==> config.mk <==
export PLATFORM = sky130hd
export DESIGN_NAME = match_capture_pwm_timer_top
export DESIGN_NICKNAME = d
export VERILOG_FILES = /design/src/design/mcpt_pkg.sv /design/src/design/match_capture_pwm_timer_top.sv
export SDC_FILE = /design/constraint.sdc
export NUM_CORES = 1
export LEC_CHECK = 0
export BUFFER_PORTS_ARGS = -buffer_cell sky130_fd_sc_hd__clkbuf_2
export CAP_MARGIN = 10
export CORE_MARGIN = 2
export CORE_UTILIZATION = 40
export DETAILED_ROUTE_END_ITERATION = 6
export PLACE_DENSITY = 0.67
export SKIP_LAST_GASP = 1
export SLEW_MARGIN = 20
export SYNTH_ARGS = -nofsm -noshare
export SYNTH_HDL_FRONTEND = slang
export SYNTH_SLANG_ARGS = --single-unit
==> constraint.sdc <==
create_clock -name i_clk -period 15.1 [get_ports i_clk]
set_input_delay 0.755 -clock i_clk [delete_from_list [all_inputs] [get_ports i_clk]]
set_output_delay 0.755 -clock i_clk [all_outputs]
set_load 0.05 [all_outputs]
==> src/design/mcpt_pkg.sv <==
// ----------------------------------------------------------------------------
// mcpt_pkg: shared types and constants of the match/capture/PWM timer
// Command codes, register indexes and bit positions of the control registers.
// ----------------------------------------------------------------------------
package mcpt_pkg;

    typedef enum logic [2:0] {
        CMD_TICK   = 3'd0,
        CMD_LAUNCH = 3'd1,
        CMD_RESET  = 3'd2,
        CMD_READ   = 3'd3,
        CMD_CLEAR  = 3'd4
    } t_cmd;

    typedef enum logic [2:0] {
        REG_PRESCALE     = 3'd0,
        REG_MATCH_ZERO   = 3'd1,
        REG_MATCH_ONE    = 3'd2,
        REG_MATCH_TWO    = 3'd3,
        REG_MATCH_THREE  = 3'd4,
        REG_MATCH_ACTION = 3'd5,
        REG_PWM_ENABLE   = 3'd6,
        REG_CAPTURE_MODE = 3'd7
    } t_reg_idx;

    localparam int MATCH_CHANNELS = 4;
    localparam int ACTION_BITS    = 3;

    // action bits within one channel's group of three
    localparam int ACT_FLAG  = 0;
    localparam int ACT_CLEAR = 1;
    localparam int ACT_STOP  = 2;

    // capture_mode bits
    localparam int CAP_RISE = 0;
    localparam int CAP_FALL = 1;
    localparam int CAP_IRQ  = 2;
    localparam int CAP_EN   = 3;

    localparam int FLAG_CAPTURE = 4;

endpackage

==> src/design/match_capture_pwm_timer_top.sv <==
// ----------------------------------------------------------------------------
// match_capture_pwm_timer_top: counter-timer with match, capture and PWM
// Prescaled counter, four match channels, one capture input, PWM outputs.
// ----------------------------------------------------------------------------
// Usage:
//   Input channel (i_valid / o_stall) carries one command beat: tick, launch,
//   reset count, read (and optionally load) count, or clear flags. Each beat
//   gives exactly one result beat on the output channel (o_valid / i_stall).
//   A beat is taken at a rising edge with valid high and stall low.
//   Order: a beat that is taken is registered at the input stage; its state
//   update and result are written together as it leaves that stage, and the
//   result register then offers the result on the output channel.
//   Throughput: one beat per clock unless the receiver stalls. The state
//   update of one beat is a single pass of add, compare and select logic, so
//   beats follow back to back. When the receiver stalls, the result register
//   holds and the input stage still fills; o_stall rises only when both stages
//   are full. The user must write registers through the APB port (byte address
//   4*index) only while no beat is in flight; the block does not enforce this.
//   Reset (i_rst_n low, synchronous) clears both stages, the counters, the
//   flags, the capture register and all control registers; the timer is
//   stopped.
// ----------------------------------------------------------------------------
module match_capture_pwm_timer_top #(
    parameter int COUNT_WIDTH = 32,
    parameter int PWM_OUTPUTS = 3
) (
    input  logic        i_clk,
    input  logic        i_rst_n,
    // command channel
    input  logic        i_valid,
    output logic        o_stall,
    input  logic [2:0]  i_cmd,
    input  logic        i_capture_level,
    input  logic        i_load_enable,
    input  logic [31:0] i_load_value,
    input  logic [4:0]  i_clear_mask,
    // result channel
    output logic        o_valid,
    input  logic        i_stall,
    output logic [31:0] o_count_value,
    output logic [31:0] o_captured_count,
    output logic [4:0]  o_flag_status,
    output logic [2:0]  o_pwm_level,
    output logic        o_irq_line,
    output logic        o_is_running,
    // configuration
    input  logic        psel,
    input  logic        penable,
    input  logic        pwrite,
    input  logic [4:0]  paddr,
    input  logic [31:0] pwdata,
    output logic [31:0] prdata,
    output logic        pready
);
    import mcpt_pkg::*;

    localparam int XW = (COUNT_WIDTH > 32) ? COUNT_WIDTH : 32;

    // control registers
    logic [31:0]                           r_prescale_limit;
    logic [31:0]                           r_match [MATCH_CHANNELS];
    logic [MATCH_CHANNELS*ACTION_BITS-1:0] r_actions;
    logic [2:0]                            r_pwm_enable;
    logic [3:0]                            r_capture_mode;

    // timer state
    logic [COUNT_WIDTH-1:0] r_count,   n_count;
    logic [31:0]            r_presc,   n_presc;
    logic                   r_running, n_running;
    logic [4:0]             r_flags,   n_flags;
    logic [31:0]            r_capture, n_capture;
    logic                   r_last,    n_last;

    // input stage
    logic        r_in_valid;
    logic [2:0]  r_in_cmd;
    logic        r_in_capture_level;
    logic        r_in_load_enable;
    logic [31:0] r_in_load_value;
    logic [4:0]  r_in_clear_mask;

    logic r_out_valid;

    logic                   w_accept;
    logic                   w_adv;
    logic [COUNT_WIDTH-1:0] w_inc;
    logic [XW-1:0]          w_count_x;
    logic [XW-1:0]          w_inc_x;
    logic [XW-1:0]          w_next_x;
    logic [MATCH_CHANNELS-1:0] w_hit;
    logic                   w_cap;
    logic                   w_clr;
    logic                   w_stop;
    logic [2:0]             w_pwm;

    // ------------------------------------------------------------------
    // handshake
    // ------------------------------------------------------------------
    assign w_adv    = r_in_valid && (!r_out_valid || !i_stall);
    assign o_stall  = r_in_valid && r_out_valid && i_stall;
    assign w_accept = i_valid && !o_stall;
    assign o_valid  = r_out_valid;
    assign pready   = 1'b1;

    always_ff @(posedge i_clk) begin
        if (!i_rst_n) begin
            r_in_valid  <= 1'b0;
            r_out_valid <= 1'b0;
        end else begin
            if (w_accept) begin
                r_in_valid <= 1'b1;
            end else if (w_adv) begin
                r_in_valid <= 1'b0;
            end
            if (w_adv) begin
                r_out_valid <= 1'b1;
            end else if (!i_stall) begin
                r_out_valid <= 1'b0;
            end
        end
    end

    always_ff @(posedge i_clk) begin
        if (w_accept) begin
            r_in_cmd           <= i_cmd;
            r_in_capture_level <= i_capture_level;
            r_in_load_enable   <= i_load_enable;
            r_in_load_value    <= i_load_value;
            r_in_clear_mask    <= i_clear_mask;
        end
    end

    // ------------------------------------------------------------------
    // configuration port
    // ------------------------------------------------------------------
    always_ff @(posedge i_clk) begin
        if (!i_rst_n) begin
            r_prescale_limit <= '0;
            r_match[0]       <= '0;
            r_match[1]       <= '0;
            r_match[2]       <= '0;
            r_match[3]       <= '0;
            r_actions        <= '0;
            r_pwm_enable     <= '0;
            r_capture_mode   <= '0;
        end else if (psel && penable && pwrite && pready) begin
            unique case (t_reg_idx'(paddr[4:2]))
                REG_PRESCALE:     r_prescale_limit <= pwdata;
                REG_MATCH_ZERO:   r_match[0]       <= pwdata;
                REG_MATCH_ONE:    r_match[1]       <= pwdata;
                REG_MATCH_TWO:    r_match[2]       <= pwdata;
                REG_MATCH_THREE:  r_match[3]       <= pwdata;
                REG_MATCH_ACTION: r_actions        <= pwdata[MATCH_CHANNELS*ACTION_BITS-1:0];
                REG_PWM_ENABLE:   r_pwm_enable     <= pwdata[2:0];
                REG_CAPTURE_MODE: r_capture_mode   <= pwdata[3:0];
            endcase
        end
    end

    always_comb begin
        unique case (t_reg_idx'(paddr[4:2]))
            REG_PRESCALE:     prdata = r_prescale_limit;
            REG_MATCH_ZERO:   prdata = r_match[0];
            REG_MATCH_ONE:    prdata = r_match[1];
            REG_MATCH_TWO:    prdata = r_match[2];
            REG_MATCH_THREE:  prdata = r_match[3];
            REG_MATCH_ACTION: prdata = 32'(r_actions);
            REG_PWM_ENABLE:   prdata = 32'(r_pwm_enable);
            REG_CAPTURE_MODE: prdata = 32'(r_capture_mode);
        endcase
    end

    // ------------------------------------------------------------------
    // timer update
    // ------------------------------------------------------------------
    assign w_inc     = r_count + COUNT_WIDTH'(1);
    assign w_count_x = XW'(r_count);
    assign w_inc_x   = XW'(w_inc);
    assign w_next_x  = XW'(n_count);

    // capture on a selected edge of the pin, seen on a tick beat
    assign w_cap = r_capture_mode[CAP_EN] &&
                   ((!r_last && r_in_capture_level && r_capture_mode[CAP_RISE]) ||
                    (r_last && !r_in_capture_level && r_capture_mode[CAP_FALL]));

    always_comb begin
        w_clr  = 1'b0;
        w_stop = 1'b0;
        for (int ch = 0; ch < MATCH_CHANNELS; ch++) begin
            w_hit[ch] = (w_inc_x == XW'(r_match[ch]));
            if (w_hit[ch] && r_actions[ch*ACTION_BITS+ACT_CLEAR]) begin
                w_clr = 1'b1;
            end
            if (w_hit[ch] && r_actions[ch*ACTION_BITS+ACT_STOP]) begin
                w_stop = 1'b1;
            end
        end
    end

    always_comb begin
        n_count   = r_count;
        n_presc   = r_presc;
        n_running = r_running;
        n_flags   = r_flags;
        n_capture = r_capture;
        n_last    = r_last;
        unique case (t_cmd'(r_in_cmd))
            CMD_TICK: begin
                if (w_cap) begin
                    n_capture = w_count_x[31:0];
                    if (r_capture_mode[CAP_IRQ]) begin
                        n_flags[FLAG_CAPTURE] = 1'b1;
                    end
                end
                n_last = r_in_capture_level;
                if (r_running) begin
                    // a limit lowered below the prescale count counts as reached
                    if (r_presc >= r_prescale_limit) begin
                        n_presc = '0;
                        n_count = w_clr ? '0 : w_inc;
                        for (int ch = 0; ch < MATCH_CHANNELS; ch++) begin
                            if (w_hit[ch] && r_actions[ch*ACTION_BITS+ACT_FLAG]) begin
                                n_flags[ch] = 1'b1;
                            end
                        end
                        if (w_stop) begin
                            n_running = 1'b0;
                        end
                    end else begin
                        n_presc = r_presc + 32'd1;
                    end
                end
            end
            CMD_LAUNCH: begin
                n_flags   = '0;
                n_running = 1'b1;
            end
            CMD_RESET: begin
                n_count = '0;
                n_presc = '0;
            end
            CMD_READ: begin
                if (r_in_load_enable) begin
                    n_count = COUNT_WIDTH'(r_in_load_value);
                end
            end
            CMD_CLEAR: begin
                n_flags = r_flags & ~r_in_clear_mask;
            end
            default: begin
                // unused codes: result only
            end
        endcase
    end

    always_comb begin
        for (int i = 0; i < 3; i++) begin
            w_pwm[i] = (i < PWM_OUTPUTS) && r_pwm_enable[i] &&
                       (w_next_x >= XW'(r_match[i]));
        end
    end

    always_ff @(posedge i_clk) begin
        if (!i_rst_n) begin
            r_count   <= '0;
            r_presc   <= '0;
            r_running <= 1'b0;
            r_flags   <= '0;
            r_capture <= '0;
            r_last    <= 1'b0;
        end else if (w_adv) begin
            r_count   <= n_count;
            r_presc   <= n_presc;
            r_running <= n_running;
            r_flags   <= n_flags;
            r_capture <= n_capture;
            r_last    <= n_last;
        end
    end

    always_ff @(posedge i_clk) begin
        if (w_adv) begin
            o_count_value    <= w_count_x[31:0];
            o_captured_count <= n_capture;
            o_flag_status    <= n_flags;
            o_pwm_level      <= w_pwm;
            o_irq_line       <= |n_flags;
            o_is_running     <= n_running;
        end
    end

    // ------------------------------------------------------------------
    // assertions
    // ------------------------------------------------------------------
    a_launch_runs: assert property (@(posedge i_clk) disable iff (!i_rst_n)
        (w_adv && r_in_cmd == CMD_LAUNCH) |=> (r_running && r_flags == '0))
        else $error("launch beat did not start the timer with clear flags");

    a_stopped_holds: assert property (@(posedge i_clk) disable iff (!i_rst_n)
        (w_adv && r_in_cmd == CMD_TICK && !r_running) |=> $stable(r_count))
        else $error("count moved on a tick while stopped");

    a_input_held: assert property (@(posedge i_clk) disable iff (!i_rst_n)
        (r_in_valid && r_out_valid && i_stall) |=> (r_in_valid && $stable(r_in_cmd)))
        else $error("input stage lost a beat while the output stalled");

endmodule

# [Word level (Yosys, flattened, before mapping)]
# Memories as Yosys holds them, arrays and structs flattened.
# Cells that the tools add are included.
[word_totals] memories=1 ram_bits=128 elab_cells=154 ff_bits=272
[mem_list] name="r_match" words=4 word_bits=32 read_ports=4 rd_ports_with_merged_regs=0 write_ports=4 line="match_capture_pwm_timer_top.sv:61" text="logic [31:0] r_match [MATCH_CHANNELS];"
[classes] eq_ne=17 mux=57 bitwise_logic=6 reduce_logical=44 addsub=2 order_cmp=4
[op_table] cell="$mux W32" n=12
[op_table] cell="$pmux W32 S8" n=1
[op_table] cell="$eq A32 B32 Y1" n=4
[op_table] cell="$ge A32 B32 Y1" n=4
[op_table] cell="$pmux W32 S3" n=1
[op_table] cell="$add A32 B1 Y32 const B" n=2
[op_table] cell="$pmux W32 S2" n=1
[op_table] cell="$mux W1" n=38
[op_table] cell="$logic_and A1 B1 Y1" n=26
[op_table] cell="$eq A3 B3 Y1 const B" n=5
[op_table] cell="$pmux W5 S3" n=1
[op_table] cell="$eq A3 B2 Y1 const B" n=4
[op_table] cell="$reduce_and A2 Y1" n=5
[op_table] cell="$mux W4" n=2
[op_table] cell="$eq A3 B1 Y1 const B" n=2
[op_table] cell="$logic_not A3 Y1" n=2
[op_table] cell="$and A5 B5 Y5" n=1
[op_table] cell="$logic_not A1 Y1" n=5
[op_table] cell="$not A5 Y5" n=1
[op_table] cell="$reduce_or A5 Y1" n=1
[op_table] cell="$or A1 B1 Y1" n=4
[op_table] cell="$reduce_bool A2 Y1" n=2
[op_table] cell="$reduce_and A3 Y1" n=1
[op_table] cell="$logic_or A1 B1 Y1" n=2
[op_table] cell="other kinds (3)" n=3

# [Longest topological paths before layout]
[logic_depth] depth_word=13 mapped_depth=30 ltp_nobuf=25

# [Worst setup path after synthesis]
# OpenSTA, ideal clock, no wires.
[synth_path] path_type="register -> register" start="register r_count[12]" end="register o_pwm_level[0], data pin" n_path_buf=4 period_less_slack_ns=6.204 required_time_ns=14.834 setup_time_ns=0.266 path_stages_with_launch=29 t_arrival_ns=5.938 path_slack_ns=8.896 cell_sequence="dfxtp_1 -> buf_2 -> nand4_1 -> or2_2 -> nor4_2 -> xnor2_1 -> o21ai_0 -> or4_1 -> or4_4 -> nor4b_4 -> a2111o_1 -> buf_6 -> buf_6 -> buf_6 -> nor2_1 -> a221oi_1 -> ha_1 -> nand2b_1 -> a21o_1 -> a21o_1 -> a21o_1 -> a21oi_1 -> nor2b_1 -> o21ai_0 -> nand2b_1 -> a21oi_1 -> o31ai_1 -> a221oi_1 -> o41ai_1"
[synth_between] elab_chain_cells=13
[synth_lines] item="start: declaration" line="match_capture_pwm_timer_top.sv:67" text="logic [COUNT_WIDTH-1:0] r_count, n_count;"
[synth_lines] item="start signal: assignment" line="match_capture_pwm_timer_top.sv:272" text="r_count <= n_count;"
[synth_lines] item="$add A32 B1 Y32" line="match_capture_pwm_timer_top.sv:176" text="assign w_inc = r_count + COUNT_WIDTH'(1);"
[synth_lines] item="$eq A32 B32 Y1" line="match_capture_pwm_timer_top.sv:190" text="w_hit[ch] = (w_inc_x == XW'(r_match[ch]));"
[synth_lines] item="$logic_and A1 B1 Y1" line="match_capture_pwm_timer_top.sv:191" text="if (w_hit[ch] && r_actions[ch*ACTION_BITS+ACT_CLEAR]) begin"
[synth_lines] item="$mux W1 (4 in a row)" line="match_capture_pwm_timer_top.sv:191"
[synth_lines] item="$mux W32" line="match_capture_pwm_timer_top.sv:220" text="n_count = w_clr ? '0 : w_inc;"
[synth_lines] item="$mux W32" line="match_capture_pwm_timer_top.sv:218" text="if (r_presc >= r_prescale_limit) begin"
[synth_lines] item="$mux W32" line="match_capture_pwm_timer_top.sv:216" text="if (r_running) begin"
[synth_lines] item="$pmux W32 S3 *" line="match_capture_pwm_timer_top.sv:207" text="unique case (t_cmd'(r_in_cmd))"
[synth_lines] item="$ge A32 B32 Y1 *" line="match_capture_pwm_timer_top.sv:259" text="(w_next_x >= XW'(r_match[i]));"
[synth_lines] item="$logic_and A1 B1 Y1 *" line="match_capture_pwm_timer_top.sv:258" text="w_pwm[i] = (i < PWM_OUTPUTS) && r_pwm_enable[i] &&"
[synth_lines] item="via w_pwm[0]" line="match_capture_pwm_timer_top.sv:94" text="logic [2:0] w_pwm;"
[synth_lines] item="end signal: assignment" line="match_capture_pwm_timer_top.sv:286" text="o_pwm_level <= w_pwm;"
[synth_lines] item="end: declaration" line="match_capture_pwm_timer_top.sv:43" text="output logic [2:0] o_pwm_level,"
# The timed path passes the listed nets; every way through them passes the cells marked *.
# A chain may end at the register's enable or synchronous reset.

# [Final worst setup path]
[layout_path] start="register r_count[0]" end="register o_pwm_level[1], data pin"
# Same word-level chain as after synthesis.

==> qor.txt <==
fin crit share -> 64.6%
antenna viol nets, final -> 0
# diodes -> 0
RSZ-0062 raised after global routing -> false
R2R setup slack -> 5340 ps
Worst Hold Endpoint -> r_in_cmd[1]
CP delay by family, top -> compound AO/OA/AOI/OAI gates
final estimated routing congestion in global placement -> 0.987
clk_lat worst skew -> 600 ps
Die Wd -> 252 µm
max incr delay on CP -> 1000 ps
Synth Flop Type -> edfxtp_1
vias per cell -> 6.00
setup violators final -> 0
asr flop ratio synth -> 0%
htree depth -> 2
layout cell share with drive strength beyond 1 -> 14.0%
clock buffer depth -> 3
crit path time final -> 9760 ps
met1 GRT Util -> 41.1%
Ys Warns -> 0
status -> complete, but fails checks
FF-to-FF path depth -> 26
Cell Rows -> 90
Hold Startpoint -> i_cmd[1]
final HPWL from detailed placement -> 71.1 mm
total track usage -> 28.6%
met3 Use GR -> 3.03%
Post-Syn Area -> 24,600 µm²
Crit-path slowest cell -> or4_1
top cell type's share of synthesized area -> 29.7%
PortBufs -> 191
FF+latch count, synth -> 400
Fill cells -> 5,809
initial antenna violation count -> 0
final hold vios -> 0
Slew Limit Headroom -> 23.8%
Worst Path Required -> 15,410 ps
failing checks -> DRC
pin count of the biggest net entering global routing -> 81
drt first pass iters -> 7
CTS tree -> done
hold-fix buffer count after cts -> 0
Hold Crit Class -> in2reg
WHS Path Cells -> 1
WS Path Type -> reg2reg
final setup skew -> 18.5 ps
first-pass GRT wire length -> 135 mm
GR Util met2 -> 44.5%
synth top area cells -> edfxtp_1, dfxtp_1, ha_1, xnor2_1, o21ai_0
Slew @ Worst Pin -> 1130 ps
Syn Nets -> 2,857
First DRT Iteration DRCs -> 2,655
vias in the first global route -> 20,400
nets@finish -> 2,976
final slew viol count -> 0
Post-Route Setup TNS -> 0 ps
fmax -> 103 MHz
CTS clk-pin slew, worst paths -> 70 ps
initial core utilization -> 40.7%
Layout area overhead -> 12.2%
remaining global-route overflow -> 0
Vias -> 21,500
Yosys top cell by area -> edfxtp_1
core area -> 60,600 µm²
Synth cell types -> 80
GR peak layer -> met2
Post-Route WL -> 92.2 mm
WP buf/inv -> 1
drt drc -> 1
Max-Cap Viols -> 0
Syn Inst Count -> 2,641
R2R Path Start -> r_count[0]
Die Y -> 252 µm
Mean Syn Cell Area -> 9.33 µm²
reg2reg end -> o_pwm_level[1]
commonest non-fill, non-tap cell in the layout -> edfxtp_1
startpoint types -> flip-flop
leading cell types in the layout, fill and taps excluded -> edfxtp_1, nand2_1, nor2_1
EDFF count, synth -> 244
CP max FO -> 64
Pwr Density -> 94.4 nW/µm²
Worst setup EP type -> flip-flop
Ports -> 195
Worst VDD drop -> 68.3 µV
crit path DAT -> 10,070 ps
CTS Buf Count -> 44
post_cts resized -> 0
clock tree sinks -> 400
sequential share of the synthesized area -> 42.4%
final hold slack -> 325 ps
Pleak -> 10.8 nW
wire per inst -> 25.8 µm
Die ar. -> 63,600 µm²
Crit path top cell by count -> a21o_1
CTS Root Cell -> clkbuf_16
post-CTS setup buffers -> 0
-- area by class of cell --
class                           instances  area (µm²)  area share (%)
Multi-Input combinational cell       1902       12900            46.6
Sequential cell                       400       10500            37.8
Timing Repair Buffer                  234        1280            4.63
Clock buffer                           62        1240            4.48
Tap cell                              782         978            3.54
Inverter                              178         671            2.43
Clock inverter                         19         134           0.484
-- through the flow --
step                std cells  setup slack, ps  total power [mW]  instance area, µm²  utilization (%)
floorplan                2641             8900              1.46               24600                -
global placement         3496             5330              1.58               26300             43.4
detailed placement       3496             5400              1.58               26300             43.4
CTS                      3577             5340              2.62               27600             45.6
global route             3577             4800              2.69               27600             45.6
finish                   3577             5340              2.61               27600             45.6
-- worst max path at each step --
stage / startpoint / endpoint / slack [ps] / cells after the start
detailed placement: r_count[0] / o_pwm_level[1] / 5400 / 26
CTS: r_count[0] / o_pwm_level[1] / 5340 / 26
global placement: r_count[0] / o_pwm_level[1] / 5330 / 26
global route: r_count[0] / o_pwm_level[1] / 4800 / 26
floorplan: r_count[12] / o_pwm_level[0] / 8900 / 28
finish: r_count[0] / o_pwm_level[1] / 5340 / 26
-- cell families (layout without fill, tap and decap cells) --
| family | Yosys count | count (layout) | synth area share [%] |
|---|---|---|---|
| multiplexers | 98 | 98 | 5.13 |
| other | 1 | 1 | 0.0152 |
| AND/OR/NAND/NOR | 944 | 944 | 19.8 |
| adder cells (fa/ha/maj) | 130 | 130 | 6.60 |
| XOR/XNOR | 138 | 138 | 5.13 |
| flip-flops | 400 | 400 | 42.4 |
| AO/OA/AOI/OAI | 591 | 591 | 15.4 |
| buffers and inverters | 339 | 493 | 5.47 |
-- cells in the mapped netlist (all sizes together), types with 18 or more instances --
cell	instances
a21boi	51
a21o	43
a21oi	128
a31oi	18
and2	129
and3	38
buf	30
clkbuf	131
dfxtp	156
edfxtp	244
ha	130
inv	177
mux2	36
mux2i	43
mux4	19
nand2	223
nand2b	33
nand3	55
nand3b	22
nand4	46
nor2	208
nor2b	35
nor3	71
nor4	34
o211ai	20
o21ai	175
or3	19
xnor2	112
xor2	22
-- sequential cells by signal, summed over array words and instances, names as in the netlist, 4 cells and up --
signal            count
r_prescale_limit     32
o_count_value        32
r_capture            32
r_in_load_value      32
r_in_clear_mask       5
r_capture_mode        4
r_count              32
o_captured_count     32
r_actions            12
r_flags               5
r_match             128
o_flag_status         5
r_presc              32
-- metal layers --
layer | vias to the layer above | part of all wire, %
met4 | 0 | 3.9
met5 | - | 0
met3 | 164 | 7.8
met2 | 1119 | 44
li1 | 9756 | -
met1 | 10400 | 44
-- report_power, final --
group | total (mW) | switching (mW) | leakage (nW) | internal, mW
Clock | 1.04 | 0.466 | 0.665 | 0.577
Combinational | 0.311 | 0.215 | 6.57 | 0.0963
Sequential | 1.26 | 0.0505 | 3.60 | 1.20
No activity file was read; power rests on OpenSTA's default activity.
